## config.mk

```make
export PLATFORM = sky130hd
export DESIGN_NAME = jpeg_mcu_layout_calc_flat
export DESIGN_NICKNAME = d
export VERILOG_FILES = /design/src/jml_pkg.sv /design/src/jml_if.sv /design/src/jpeg_mcu_layout_calc.sv /design/src/jml_decode.sv /design/src/jml_expand.sv /design/src/jml_divide.sv /design/src/flat_wrapper.sv
export SDC_FILE = /design/constraint.sdc
export NUM_CORES = 2
export LEC_CHECK = 0
export BUFFER_PORTS_ARGS = -buffer_cell sky130_fd_sc_hd__buf_2
export CORE_MARGIN = 3
export CORE_UTILIZATION = 50
export DETAILED_ROUTE_END_ITERATION = 10
export GPL_TIMING_DRIVEN = 1
export PLACE_DENSITY = 0.63
export SYNTH_ARGS = -nofsm -noshare
export SYNTH_HDL_FRONTEND = slang
export SYNTH_SLANG_ARGS = --single-unit
```

## constraint.sdc

```tcl
create_clock -name i_clk -period 39.7 [get_ports i_clk]
set_input_delay 3.97 -clock i_clk [delete_from_list [all_inputs] [get_ports i_clk]]
set_output_delay 3.97 -clock i_clk [all_outputs]
set_load 0.03 [all_outputs]
```

## src/jml_pkg.sv

```systemverilog
`timescale 1ns / 1ps
// Shared constants, types and stage records of the JPEG MCU layout calculator.
package jml_pkg;

    // Largest frame component count; larger counts saturate to it.
    localparam int COMP_N      = 4;
    // Largest MCU block count accepted and recorded.
    localparam int MCU_BLK_MAX = 10;

    localparam int SIZE_W  = 16;
    localparam int CNT_W   = 3;
    localparam int ID_W    = 2;
    localparam int CODES_W = 8;
    localparam int CODE_N  = CODES_W / ID_W;
    localparam int SCAN_N  = CODES_W / ID_W;
    localparam int FAC_W   = 3;
    localparam int BLK_W   = 14;
    localparam int NBLK_W  = 7;
    localparam int MAP_W   = 20;
    localparam int MAP_SLOTS = MAP_W / ID_W;
    localparam int MAP_REC = (MCU_BLK_MAX < MAP_SLOTS) ? MCU_BLK_MAX : MAP_SLOTS;
    localparam int CFG_W   = 4;
    localparam logic [CFG_W-1:0] CFG_RESET = 4'd10;

    // Ceiling-division numerators: size * factor + (max - 1) fits in 18 bits.
    localparam int NUM_W       = 18;
    localparam int RECIP_W     = 17;
    localparam int RECIP_SHIFT = 18;
    localparam logic [RECIP_W-1:0] RECIP3 = 17'd87381;   // floor(2^18 / 3)
    localparam int PROD_W      = NUM_W + RECIP_W;

    localparam int LANE_N = 4;
    typedef enum logic [1:0] {
        LANE_HORIZ,
        LANE_VERT,
        LANE_ROW,
        LANE_COL
    } t_lane;

    typedef logic [FAC_W-1:0] t_fac;

    // Decoded frame and scan header.
    typedef struct packed {
        logic [SIZE_W-1:0]                 width;
        logic [SIZE_W-1:0]                 height;
        logic [CNT_W-1:0]                  nf;
        t_fac [CODE_N-1:0]                 hf;
        t_fac [CODE_N-1:0]                 vf;
        t_fac                              hmax;
        t_fac                              vmax;
        logic                              single;
        logic [ID_W-1:0]                   first;
        logic [SCAN_N-1:0][ID_W-1:0]       ids;
        logic [SCAN_N-1:0][NBLK_W-1:0]     pfx;
    } t_hdr;

    // One component's worth of division work.
    typedef struct packed {
        logic [ID_W-1:0]                   comp;
        logic                              last;
        logic [LANE_N-1:0][NUM_W-1:0]      num;
        t_fac [LANE_N-1:0]                 den;
        logic [LANE_N-1:0]                 to_blocks;
        logic [NBLK_W-1:0]                 nblk;
        logic [MAP_W-1:0]                  map;
        logic                              ok;
    } t_slot;

endpackage

```

## src/jml_if.sv

```systemverilog
`timescale 1ns / 1ps
// Header and result channel interfaces of the JPEG MCU layout calculator.
interface jml_in_if import jml_pkg::*; ();
    logic                   valid;
    logic                   ready;
    logic [SIZE_W-1:0]      image_width;
    logic [SIZE_W-1:0]      image_height;
    logic [CNT_W-1:0]       frame_components;
    logic [CODES_W-1:0]     h_factor_codes;
    logic [CODES_W-1:0]     v_factor_codes;
    logic [CNT_W-1:0]       scan_components;
    logic [CODES_W-1:0]     scan_list;
    logic [ID_W-1:0]        first_component;

    modport source (
        output valid, image_width, image_height, frame_components, h_factor_codes,
               v_factor_codes, scan_components, scan_list, first_component,
        input  ready
    );
    modport sink (
        input  valid, image_width, image_height, frame_components, h_factor_codes,
               v_factor_codes, scan_components, scan_list, first_component,
        output ready
    );
endinterface

interface jml_out_if import jml_pkg::*; ();
    logic                   valid;
    logic                   ready;
    logic [ID_W-1:0]        comp_index;
    logic [BLK_W-1:0]       horiz_blocks;
    logic [BLK_W-1:0]       vert_blocks;
    logic [BLK_W-1:0]       mcus_per_row;
    logic [BLK_W-1:0]       mcus_per_col;
    logic [NBLK_W-1:0]      blocks_per_mcu;
    logic [MAP_W-1:0]       mcu_origin_map;
    logic                   layout_valid;
    logic                   last;

    modport source (
        output valid, comp_index, horiz_blocks, vert_blocks, mcus_per_row, mcus_per_col,
               blocks_per_mcu, mcu_origin_map, layout_valid, last,
        input  ready
    );
    modport sink (
        input  valid, comp_index, horiz_blocks, vert_blocks, mcus_per_row, mcus_per_col,
               blocks_per_mcu, mcu_origin_map, layout_valid, last,
        output ready
    );
endinterface

```

## src/jpeg_mcu_layout_calc.sv

```systemverilog
`timescale 1ns / 1ps
// A header's first result passes the decode register, the sequencer's header and slot
// registers and the divider's estimate and output registers; further components follow.
// Throughput: one result per cycle while the output is ready; the component sequencer
// issues min(frame_components, 4) slots per header and takes the next as it issues the last.
// Headers with zero frame components are dropped in the decode stage.
// Reset (i_rst_n low at a clock edge) empties all stages and sets the limit to 10.
module jpeg_mcu_layout_calc import jml_pkg::*; (
    input  logic             i_clk,
    input  logic             i_rst_n,
    input  logic             i_cfg_wr_en,
    input  logic [CFG_W-1:0] i_cfg_wr_data,
    jml_in_if.sink           i_in,
    jml_out_if.source        o_out
);

    // Largest MCU block count the software allows; clamped to the hardware
    // maximum in the sequencer before the compare.
    logic [CFG_W-1:0] r_max_blocks;

    // Decode stage to sequencer.
    logic  dec_valid;
    logic  dec_ready;
    t_hdr  dec_hdr;

    // Sequencer to divider.
    logic  slot_valid;
    logic  slot_ready;
    t_slot slot;

    always_ff @(posedge i_clk) begin
        if (!i_rst_n) begin
            r_max_blocks <= CFG_RESET;
        end else if (i_cfg_wr_en) begin
            r_max_blocks <= i_cfg_wr_data;
        end
    end

    // Stage 1: factors, their maxima over the frame, and running block counts
    // of the scan entries.
    jml_decode u_decode (
        .i_clk   (i_clk),
        .i_rst_n (i_rst_n),
        .i_in    (i_in),
        .o_valid (dec_valid),
        .i_ready (dec_ready),
        .o_hdr   (dec_hdr)
    );

    // Stages 2 and 3: hold the header, build the MCU id map and limit check,
    // and issue one component per cycle, with its division operands, while the divider accepts.
    jml_expand u_expand (
        .i_clk   (i_clk),
        .i_rst_n (i_rst_n),
        .i_limit (r_max_blocks),
        .i_valid (dec_valid),
        .o_ready (dec_ready),
        .i_hdr   (dec_hdr),
        .o_valid (slot_valid),
        .i_ready (slot_ready),
        .o_slot  (slot)
    );

    // Stages 4 and 5: reciprocal estimate, correction and block rounding; the
    // last stage is the output register, so a waiting result holds back the
    // stages behind it once they are full.
    jml_divide u_divide (
        .i_clk   (i_clk),
        .i_rst_n (i_rst_n),
        .i_valid (slot_valid),
        .o_ready (slot_ready),
        .i_slot  (slot),
        .o_out   (o_out)
    );

`ifndef NO_ASSERTIONS
    // A failed limit check needs at least one block in the MCU.
    a_invalid_has_blocks: assert property (@(posedge i_clk) disable iff (!i_rst_n)
        o_out.valid && !o_out.layout_valid |-> o_out.blocks_per_mcu != '0)
        else $error("layout flagged invalid with an empty MCU");

    // Anything above the hardware maximum must fail the check.
    a_over_max_invalid: assert property (@(posedge i_clk) disable iff (!i_rst_n)
        o_out.valid && (o_out.blocks_per_mcu > NBLK_W'(MCU_BLK_MAX))
        |-> !o_out.layout_valid)
        else $error("oversized MCU passed the limit check");

    // An empty MCU carries an empty id map.
    a_empty_map: assert property (@(posedge i_clk) disable iff (!i_rst_n)
        o_out.valid && (o_out.blocks_per_mcu == '0) |-> o_out.mcu_origin_map == '0)
        else $error("id map not empty for an MCU without blocks");

    // The highest component index always closes its header.
    a_top_comp_last: assert property (@(posedge i_clk) disable iff (!i_rst_n)
        o_out.valid && (o_out.comp_index == ID_W'(COMP_N - 1)) |-> o_out.last)
        else $error("highest component not marked last");
`endif

endmodule

```

## src/jml_decode.sv

```systemverilog
`timescale 1ns / 1ps
// Header decode stage: sampling factors, their maxima and MCU block prefix counts.
module jml_decode import jml_pkg::*; (
    input  logic        i_clk,
    input  logic        i_rst_n,
    jml_in_if.sink      i_in,
    output logic        o_valid,
    input  logic        i_ready,
    output t_hdr        o_hdr
);

    logic              r_valid;
    t_hdr              r_hdr;
    t_hdr              n_hdr;
    logic              adv;
    logic [CNT_W-1:0]  nf_sat;
    logic [CNT_W-1:0]  ns_sat;
    logic [ID_W-1:0]   sid;
    logic [NBLK_W-1:0] acc;

    assign adv        = !r_valid || i_ready;
    assign i_in.ready = adv;
    assign o_valid    = r_valid;
    assign o_hdr      = r_hdr;

    always_comb begin
        nf_sat = (i_in.frame_components > CNT_W'(COMP_N)) ? CNT_W'(COMP_N)
                                                           : i_in.frame_components;
        ns_sat = (i_in.scan_components > CNT_W'(SCAN_N)) ? CNT_W'(SCAN_N)
                                                          : i_in.scan_components;
        n_hdr.width  = i_in.image_width;
        n_hdr.height = i_in.image_height;
        n_hdr.nf     = nf_sat;
        n_hdr.single = (i_in.scan_components == CNT_W'(1));
        n_hdr.first  = i_in.first_component;
        n_hdr.ids    = i_in.scan_list;
        for (int k = 0; k < CODE_N; k++) begin
            n_hdr.hf[k] = FAC_W'(i_in.h_factor_codes[ID_W*k +: ID_W]) + FAC_W'(1);
            n_hdr.vf[k] = FAC_W'(i_in.v_factor_codes[ID_W*k +: ID_W]) + FAC_W'(1);
        end
        // Maxima over the frame components only.
        n_hdr.hmax = FAC_W'(1);
        n_hdr.vmax = FAC_W'(1);
        for (int k = 0; k < COMP_N; k++) begin
            if (CNT_W'(k) < nf_sat && n_hdr.hf[k] > n_hdr.hmax) begin
                n_hdr.hmax = n_hdr.hf[k];
            end
            if (CNT_W'(k) < nf_sat && n_hdr.vf[k] > n_hdr.vmax) begin
                n_hdr.vmax = n_hdr.vf[k];
            end
        end
        // Running block count of an interleaved scan, entry by entry.
        acc = '0;
        sid = '0;
        for (int i = 0; i < SCAN_N; i++) begin
            sid = i_in.scan_list[ID_W*i +: ID_W];
            if (CNT_W'(i) < ns_sat && !n_hdr.single) begin
                acc = acc + NBLK_W'(n_hdr.hf[sid]) * NBLK_W'(n_hdr.vf[sid]);
            end
            n_hdr.pfx[i] = acc;
        end
    end

    // Drop headers without frame components.
    always_ff @(posedge i_clk) begin
        if (!i_rst_n) begin
            r_valid <= 1'b0;
        end else if (adv) begin
            r_valid <= i_in.valid && (nf_sat != '0);
        end
    end

    always_ff @(posedge i_clk) begin
        if (adv && i_in.valid) begin
            r_hdr <= n_hdr;
        end
    end

endmodule

```

## src/jml_expand.sv

```systemverilog
`timescale 1ns / 1ps
// Component sequencer: holds one header and issues one division slot per component.
module jml_expand import jml_pkg::*; (
    input  logic             i_clk,
    input  logic             i_rst_n,
    input  logic [CFG_W-1:0] i_limit,
    input  logic             i_valid,
    output logic             o_ready,
    input  t_hdr             i_hdr,
    output logic             o_valid,
    input  logic             i_ready,
    output t_slot            o_slot
);

    logic              r_busy;
    logic [ID_W-1:0]   r_k;
    t_hdr              r_hdr;
    logic [NBLK_W-1:0] r_nblk;
    logic [MAP_W-1:0]  r_map;
    logic              r_ok;
    logic              r_slot_valid;
    t_slot             r_slot;

    t_slot             n_slot;
    logic [NBLK_W-1:0] n_nblk;
    logic [MAP_W-1:0]  n_map;
    logic              n_ok;
    logic [NBLK_W-1:0] lim;
    logic [ID_W-1:0]   bid;
    logic              adv;
    logic              issue;
    logic              last_k;
    logic              load;
    t_fac              hf_k;
    t_fac              vf_k;
    logic [SIZE_W:0]   w_pad;
    logic [SIZE_W:0]   h_pad;

    assign adv     = !r_slot_valid || i_ready;
    assign issue   = r_busy && adv;
    assign last_k  = (r_k == ID_W'(r_hdr.nf - CNT_W'(1)));
    assign o_ready = !r_busy || (adv && last_k);
    assign load    = i_valid && o_ready;
    assign o_valid = r_slot_valid;
    assign o_slot  = r_slot;

    // MCU block count, id map and limit check of the incoming header.
    always_comb begin
        lim = ({{(NBLK_W-CFG_W){1'b0}}, i_limit} > NBLK_W'(MCU_BLK_MAX))
            ? NBLK_W'(MCU_BLK_MAX) : {{(NBLK_W-CFG_W){1'b0}}, i_limit};
        n_map = '0;
        bid   = '0;
        if (i_hdr.single) begin
            n_nblk = NBLK_W'(1);
            n_map  = MAP_W'(i_hdr.first);
        end else begin
            n_nblk = i_hdr.pfx[SCAN_N-1];
            for (int j = 0; j < MAP_REC; j++) begin
                bid = '0;
                for (int i = SCAN_N - 1; i >= 0; i--) begin
                    if (NBLK_W'(j) < i_hdr.pfx[i]) begin
                        bid = i_hdr.ids[i];
                    end
                end
                n_map[ID_W*j +: ID_W] = bid;
            end
        end
        n_ok = (n_nblk <= lim);
    end

    // Numerators and divisors of the four ceiling divisions of component r_k.
    always_comb begin
        hf_k  = r_hdr.hf[r_k];
        vf_k  = r_hdr.vf[r_k];
        w_pad = {1'b0, r_hdr.width} + (SIZE_W+1)'(7);
        h_pad = {1'b0, r_hdr.height} + (SIZE_W+1)'(7);

        n_slot.comp = r_k;
        n_slot.last = last_k;
        n_slot.nblk = r_nblk;
        n_slot.map  = r_map;
        n_slot.ok   = r_ok;

        n_slot.num[LANE_HORIZ] = NUM_W'(r_hdr.width) * NUM_W'(hf_k)
                               + NUM_W'(r_hdr.hmax - FAC_W'(1));
        n_slot.num[LANE_VERT]  = NUM_W'(r_hdr.height) * NUM_W'(vf_k)
                               + NUM_W'(r_hdr.vmax - FAC_W'(1));
        if (r_hdr.single) begin
            n_slot.num[LANE_ROW] = NUM_W'(r_hdr.width) * NUM_W'(r_hdr.hf[r_hdr.first])
                                 + NUM_W'(r_hdr.hmax - FAC_W'(1));
            n_slot.num[LANE_COL] = NUM_W'(r_hdr.height) * NUM_W'(r_hdr.vf[r_hdr.first])
                                 + NUM_W'(r_hdr.vmax - FAC_W'(1));
        end else begin
            n_slot.num[LANE_ROW] = NUM_W'(w_pad[SIZE_W:3]) + NUM_W'(r_hdr.hmax - FAC_W'(1));
            n_slot.num[LANE_COL] = NUM_W'(h_pad[SIZE_W:3]) + NUM_W'(r_hdr.vmax - FAC_W'(1));
        end

        n_slot.den[LANE_HORIZ] = r_hdr.hmax;
        n_slot.den[LANE_VERT]  = r_hdr.vmax;
        n_slot.den[LANE_ROW]   = r_hdr.hmax;
        n_slot.den[LANE_COL]   = r_hdr.vmax;

        n_slot.to_blocks[LANE_HORIZ] = 1'b1;
        n_slot.to_blocks[LANE_VERT]  = 1'b1;
        n_slot.to_blocks[LANE_ROW]   = r_hdr.single;
        n_slot.to_blocks[LANE_COL]   = r_hdr.single;
    end

    always_ff @(posedge i_clk) begin
        if (!i_rst_n) begin
            r_busy       <= 1'b0;
            r_k          <= '0;
            r_slot_valid <= 1'b0;
        end else begin
            if (load) begin
                r_busy <= 1'b1;
                r_k    <= '0;
            end else if (issue && last_k) begin
                r_busy <= 1'b0;
            end else if (issue) begin
                r_k <= r_k + ID_W'(1);
            end
            if (adv) begin
                r_slot_valid <= r_busy;
            end
        end
    end

    always_ff @(posedge i_clk) begin
        if (load) begin
            r_hdr  <= i_hdr;
            r_nblk <= n_nblk;
            r_map  <= n_map;
            r_ok   <= n_ok;
        end
        if (issue) begin
            r_slot <= n_slot;
        end
    end

endmodule

```

## src/jml_divide.sv

```systemverilog
`timescale 1ns / 1ps
// Two-stage floor divider by 1..4 for four lanes, with the result register; the numerators carry the ceiling rounding.
module jml_divide import jml_pkg::*; (
    input  logic        i_clk,
    input  logic        i_rst_n,
    input  logic        i_valid,
    output logic        o_ready,
    input  t_slot       i_slot,
    jml_out_if.source   o_out
);

    typedef struct packed {
        t_slot                         slot;
        logic [LANE_N-1:0][NUM_W-1:0]  q0;
        logic [LANE_N-1:0]             is3;
    } t_stage;

    typedef struct packed {
        logic [ID_W-1:0]               comp;
        logic [LANE_N-1:0][BLK_W-1:0]  val;
        logic [NBLK_W-1:0]             nblk;
        logic [MAP_W-1:0]              map;
        logic                          ok;
        logic                          last;
    } t_res;

    logic                          r1_valid;
    t_stage                        r1;
    t_stage                        n1;
    logic                          r2_valid;
    t_res                          r2;
    t_res                          n2;
    logic [LANE_N-1:0][PROD_W-1:0] prod;
    logic [NUM_W-1:0]              q;
    logic [NUM_W-1:0]              rem;
    logic [NUM_W:0]                q_pad;
    logic                          adv1;
    logic                          adv2;

    assign adv2    = !r2_valid || o_out.ready;
    assign adv1    = !r1_valid || adv2;
    assign o_ready = adv1;

    // Quotient estimate; a divide by three goes through the reciprocal.
    always_comb begin
        n1.slot = i_slot;
        for (int l = 0; l < LANE_N; l++) begin
            prod[l]   = PROD_W'(i_slot.num[l]) * PROD_W'(RECIP3);
            n1.is3[l] = 1'b0;
            case (i_slot.den[l])
                FAC_W'(2): n1.q0[l] = i_slot.num[l] >> 1;
                FAC_W'(3): begin
                    n1.q0[l]  = NUM_W'(prod[l][PROD_W-1:RECIP_SHIFT]);
                    n1.is3[l] = 1'b1;
                end
                FAC_W'(4): n1.q0[l] = i_slot.num[l] >> 2;
                default:   n1.q0[l] = i_slot.num[l];
            endcase
        end
    end

    // Correct a divide-by-three estimate by one, then round lanes marked to_blocks up to whole 8x8 blocks.
    always_comb begin
        n2.comp = r1.slot.comp;
        n2.nblk = r1.slot.nblk;
        n2.map  = r1.slot.map;
        n2.ok   = r1.slot.ok;
        n2.last = r1.slot.last;
        q       = '0;
        rem     = '0;
        q_pad   = '0;
        for (int l = 0; l < LANE_N; l++) begin
            q = r1.q0[l];
            if (r1.is3[l]) begin
                rem = r1.slot.num[l] - ((r1.q0[l] << 1) + r1.q0[l]);
                if (rem >= NUM_W'(3)) begin
                    q = r1.q0[l] + NUM_W'(1);
                end
            end
            q_pad = {1'b0, q} + (NUM_W+1)'(7);
            n2.val[l] = r1.slot.to_blocks[l] ? q_pad[BLK_W+2:3] : q[BLK_W-1:0];
        end
    end

    always_ff @(posedge i_clk) begin
        if (!i_rst_n) begin
            r1_valid <= 1'b0;
            r2_valid <= 1'b0;
        end else begin
            if (adv1) begin
                r1_valid <= i_valid;
            end
            if (adv2) begin
                r2_valid <= r1_valid;
            end
        end
    end

    always_ff @(posedge i_clk) begin
        if (adv1 && i_valid) begin
            r1 <= n1;
        end
        if (adv2 && r1_valid) begin
            r2 <= n2;
        end
    end

    assign o_out.valid          = r2_valid;
    assign o_out.comp_index     = r2.comp;
    assign o_out.horiz_blocks   = r2.val[LANE_HORIZ];
    assign o_out.vert_blocks    = r2.val[LANE_VERT];
    assign o_out.mcus_per_row   = r2.val[LANE_ROW];
    assign o_out.mcus_per_col   = r2.val[LANE_COL];
    assign o_out.blocks_per_mcu = r2.nblk;
    assign o_out.mcu_origin_map = r2.map;
    assign o_out.layout_valid   = r2.ok;
    assign o_out.last           = r2.last;

endmodule
```

## src/flat_wrapper.sv

```systemverilog
// flat-port wrapper written by rule: the top's interface ports become plain ports
module jpeg_mcu_layout_calc_flat import jml_pkg::*;
  (i_clk, i_rst_n, i_cfg_wr_en, i_cfg_wr_data, i_in_valid, i_in_image_width, i_in_image_height, i_in_frame_components, i_in_h_factor_codes, i_in_v_factor_codes, i_in_scan_components, i_in_scan_list, i_in_first_component, i_in_ready, o_out_valid, o_out_comp_index, o_out_horiz_blocks, o_out_vert_blocks, o_out_mcus_per_row, o_out_mcus_per_col, o_out_blocks_per_mcu, o_out_mcu_origin_map, o_out_layout_valid, o_out_last, o_out_ready);
  jml_in_if i_in_i ();
  jml_out_if o_out_i ();
  input  logic i_clk;
  input  logic i_rst_n;
  input  logic i_cfg_wr_en;
  input  logic [CFG_W-1:0] i_cfg_wr_data;
  input wire logic [$bits(i_in_i.valid)-1:0] i_in_valid;
  input wire logic [$bits(i_in_i.image_width)-1:0] i_in_image_width;
  input wire logic [$bits(i_in_i.image_height)-1:0] i_in_image_height;
  input wire logic [$bits(i_in_i.frame_components)-1:0] i_in_frame_components;
  input wire logic [$bits(i_in_i.h_factor_codes)-1:0] i_in_h_factor_codes;
  input wire logic [$bits(i_in_i.v_factor_codes)-1:0] i_in_v_factor_codes;
  input wire logic [$bits(i_in_i.scan_components)-1:0] i_in_scan_components;
  input wire logic [$bits(i_in_i.scan_list)-1:0] i_in_scan_list;
  input wire logic [$bits(i_in_i.first_component)-1:0] i_in_first_component;
  output wire logic [$bits(i_in_i.ready)-1:0] i_in_ready;
  output wire logic [$bits(o_out_i.valid)-1:0] o_out_valid;
  output wire logic [$bits(o_out_i.comp_index)-1:0] o_out_comp_index;
  output wire logic [$bits(o_out_i.horiz_blocks)-1:0] o_out_horiz_blocks;
  output wire logic [$bits(o_out_i.vert_blocks)-1:0] o_out_vert_blocks;
  output wire logic [$bits(o_out_i.mcus_per_row)-1:0] o_out_mcus_per_row;
  output wire logic [$bits(o_out_i.mcus_per_col)-1:0] o_out_mcus_per_col;
  output wire logic [$bits(o_out_i.blocks_per_mcu)-1:0] o_out_blocks_per_mcu;
  output wire logic [$bits(o_out_i.mcu_origin_map)-1:0] o_out_mcu_origin_map;
  output wire logic [$bits(o_out_i.layout_valid)-1:0] o_out_layout_valid;
  output wire logic [$bits(o_out_i.last)-1:0] o_out_last;
  input wire logic [$bits(o_out_i.ready)-1:0] o_out_ready;
  assign i_in_i.valid = i_in_valid;
  assign i_in_i.image_width = i_in_image_width;
  assign i_in_i.image_height = i_in_image_height;
  assign i_in_i.frame_components = i_in_frame_components;
  assign i_in_i.h_factor_codes = i_in_h_factor_codes;
  assign i_in_i.v_factor_codes = i_in_v_factor_codes;
  assign i_in_i.scan_components = i_in_scan_components;
  assign i_in_i.scan_list = i_in_scan_list;
  assign i_in_i.first_component = i_in_first_component;
  assign i_in_ready = i_in_i.ready;
  assign o_out_valid = o_out_i.valid;
  assign o_out_comp_index = o_out_i.comp_index;
  assign o_out_horiz_blocks = o_out_i.horiz_blocks;
  assign o_out_vert_blocks = o_out_i.vert_blocks;
  assign o_out_mcus_per_row = o_out_i.mcus_per_row;
  assign o_out_mcus_per_col = o_out_i.mcus_per_col;
  assign o_out_blocks_per_mcu = o_out_i.blocks_per_mcu;
  assign o_out_mcu_origin_map = o_out_i.mcu_origin_map;
  assign o_out_layout_valid = o_out_i.layout_valid;
  assign o_out_last = o_out_i.last;
  assign o_out_i.ready = o_out_ready;
  jpeg_mcu_layout_calc u_core (.i_clk(i_clk), .i_rst_n(i_rst_n), .i_cfg_wr_en(i_cfg_wr_en), .i_cfg_wr_data(i_cfg_wr_data), .i_in(i_in_i), .o_out(o_out_i));
endmodule
```

==> flow_summary.json <==
{
  "reg2reg_depth": 23,
  "clockBufferDepth": 3,
  "rsz0062_at_grt": "no",
  "total_power_mw": 5.788,
  "maxSlewViolCount": 0,
  "netlist_top_cells_count": "inv_1 (1120), ha_1 (884), fa_1 (583)",
  "fin_crit_sh_pct": 25.85,
  "ios": 162,
  "cts.sinks": 583,
  "dp.final_hpwl_um": 115000,
  "synth_area_leaders": "edfxtp_1 (28%), fa_1 (19%), ha_1 (18%)",
  "initial_core_util_pct": 50.56,
  "clock_latency_ns": 0.65,
  "status": "completed",
  "fin_hold_ws_ns": 0.3990,
  "syn_area_per_cell_um2": 10.26,
  "critPathMostFrequentCell": "fa_1",
  "nets": 7662,
  "multi_input_area_mm2": 0.03967,
  "core_mm2": 0.1222,
  "ant_nets": 0,
  "critPathLaunch": "i_in_h_factor_codes[6]",
  "die_h_um": 357.5,
  "hold_viol": 0,
  "grt_antenna_before_repair": 6,
  "crit_required_ns": 40.10,
  "synth_flop_cell": "edfxtp_1",
  "criticalPathCategory": "primary input to register",
  "cpPeakStageDelay_ns": 0.57,
  "power.leakage_nw": 30.67,
  "netlist_area_mm2": 0.06178,
  "dpl-instance-area_mm2": 0.06429,
  "cp_max_fo": 8,
  "crit_end": "u_core.u_decode.o_hdr[27]",
  "fin_crit_ns": 10.26,
  "postCtsResizedCells": 0,
  "drc": 0,
  "finClkSkew_ns": 0.03600,
  "cp.arrival_ns": 10.66,
  "critPathLaunchType": "primary input",
  "crit_slowest_cell": "mux4_2",
  "portBuffers": 161,
  "htree_levels": 3,
  "synth_fp_nets": 7559,
  "grt_pass1_wl_um": 231400,
  "worstSetupEndpointType": "register",
  "finalInstanceArea_mm2": 0.06682,
  "maxSlewHeadroom_pct": 18.67,
  "ir_drop_mv": 0.1530,
  "setup_tns_ns": 0,
  "ff2ff_setup_slack_ns": 32.65,
  "hold_buffers": 0,
  "yosysMostFrequentCell": "inv_1",
  "n_fill_cell": 10720,
  "clkTransAtPathRegs_ns": 0.07,
  "drt-pass1-iter-count": 8,
  "syn_to_final_growth_pct": 8.149,
  "r2r_end": "u_core.u_divide.r1[20]",
  "synth-seq-cells": 583,
  "cts_inserted_buffers": 69,
  "dieArea_mm2": 0.1278,
  "final_core_util_pct": 54.68,
  "globalRouteOverflowTotal": 0,
  "worst-slew-pin-transition_ns": 1.220,
  "routed_wl_um": 141800,
  "rr_startpoint": "u_core.u_expand.o_slot[47]",
  "synth_edf_count": 572,
  "hold_class": "register to register",
  "track_usage_pct": 22.76,
  "cts_tree": "done",
  "gp_congestion": 0.9031,
  "post_cts_buffers": 0,
  "setup_violations": 0,
  "viasPerCell": 5.449,
  "grt_start_max_net_pins": 84,
  "route.vias.total": 42530,
  "whs_path_depth": 0,
  "num_rows": 128,
  "ys_async_sr_fraction_pct": 0,
  "ys_types": 93,
  "maxCapViolCount": 0,
  "syn_inst": 6019,
  "grt_pass1_vias": 43150,
  "wl_per_cell_um": 18.17,
  "ys_seq_area_share_pct": 28.16,
  "synth_top_cell_by_area": "edfxtp_1",
  "ctsRootBufferMaster": "clkbuf_16",
  "synth_top_area_share_pct": 27.80,
  "p_per_area_mw_per_mm2": 86.62,
  "die_w_um": 357.5,
  "synth_warnings": 0,
  "regArea_mm2": 0.01740,
  "drive_gt1_share_pct": 6.328,
  "fmax_mhz": 97.46,
  "drt_iter0_drc": 2904
}
layer usage:
layer | global-route usage (%) | part of all wire (%)
met5 | 0 | 0.039
met2 | 35.34 | 44
met4 | 5.437 | 2.0
met1 | 33.55 | 48
met3 | 3.540 | 6.1
worst min-delay path by stage:
| stage | start | end | slack, ns |
|---|---|---|---|
| after floorplan | u_core.u_expand.o_slot[116] | u_core.u_divide.n2[0] | 0.40 |
| after global placement | u_core.u_decode.o_hdr[81] | u_core.u_expand.r_hdr[81] | 0.40 |
| after detailed placement | u_core.u_expand.o_slot[9] | u_core.u_divide.n2[10] | 0.40 |
| after CTS | u_core.u_decode.o_hdr[80] | u_core.u_expand.r_hdr[80] | 0.40 |
| after global routing | u_core.u_decode.o_hdr[80] | u_core.u_expand.r_hdr[80] | 0.42 |
| final | u_core.u_decode.o_hdr[80] | u_core.u_expand.r_hdr[80] | 0.40 |
cell families after synthesis:
group | count (synthesis) | share of synthesized area [%]
muxes | 82 | 2.078
buffers and inverters | 1274 | 7.742
DFF | 583 | 28.16
AOI/OAI and AO/OA | 1018 | 10.79
adders and majority gates | 1467 | 36.79
and+or+nand+nor | 1251 | 9.561
xor gates and xnor gates | 344 | 4.877
layout by cell type (no fill, tap or decap), types with 64 or more instances in the layout:
cell       netlist  final
xor2_1          93     93
nor3_1          74     72
a21oi_1        281    281
edfxtp_1       572    572
xnor2_1        251    251
a21o_1          84     84
o21ai_0        191    191
ha_1           884    884
nand3_1         90     90
nand2_1        453    453
buf_2            1    161
nor2_1         274    273
inv_1         1120   1120
clkbuf_16        0     70
fa_1           583    583
and2_1          65     64
power breakdown:
part	switching, mW	internal [mW]	total [mW]
clock network	0.281	0.413	0.695
registers	0.0717	0.758	0.829
logic	2.38	1.88	4.26
total	2.73	3.06	5.79
area by class of cell:
cell class,instances,share of cell area (%)
diodes,1,0.003745
multi-input cells,4162,59.37
clock inverters,44,1.011
clock buffers,84,2.760
inverters,1121,6.298
well taps,1625,3.043
repair buffers,185,1.476
flip-flops and latches,583,26.04
worst max-delay path: cells and delay by family:
family | cells | cell delay, ns
AOI/OAI and AO/OA | 6 | 0.97
xor gates and xnor gates | 1 | 0.09
adders and majority gates | 9 | 3.89
buffers and inverters | 5 | 0.49
muxes | 1 | 0.57
and+or+nand+nor | 5 | 0.69
metrics by stage:
stage / cells / setup WS [ns]
floorplan: 6019 / 21.82
global placement: 7676 / 28.85
detailed placement: 7676 / 28.75
CTS: 7804 / 29.48
global route: 7804 / 28.94
finish: 7805 / 29.44
sequential cells by signal, summed over array words and instances (netlist names), 14 cells and up:
name,cells
u_core.u_divide.o_out.horiz_blocks,14
u_core.u_divide.o_out.vert_blocks,14
u_core.u_expand.o_slot,110
u_core.u_divide.o_out.mcus_per_col,14
u_core.u_divide.n2,31
u_core.u_decode.o_hdr,102
u_core.u_divide.o_out.mcus_per_row,14
u_core.u_expand.r_hdr,60
u_core.u_divide.o_out.mcu_origin_map,20
u_core.u_expand.r_map,20
u_core.u_divide.r1,147
No activity file was read; power rests on OpenSTA's default activity.
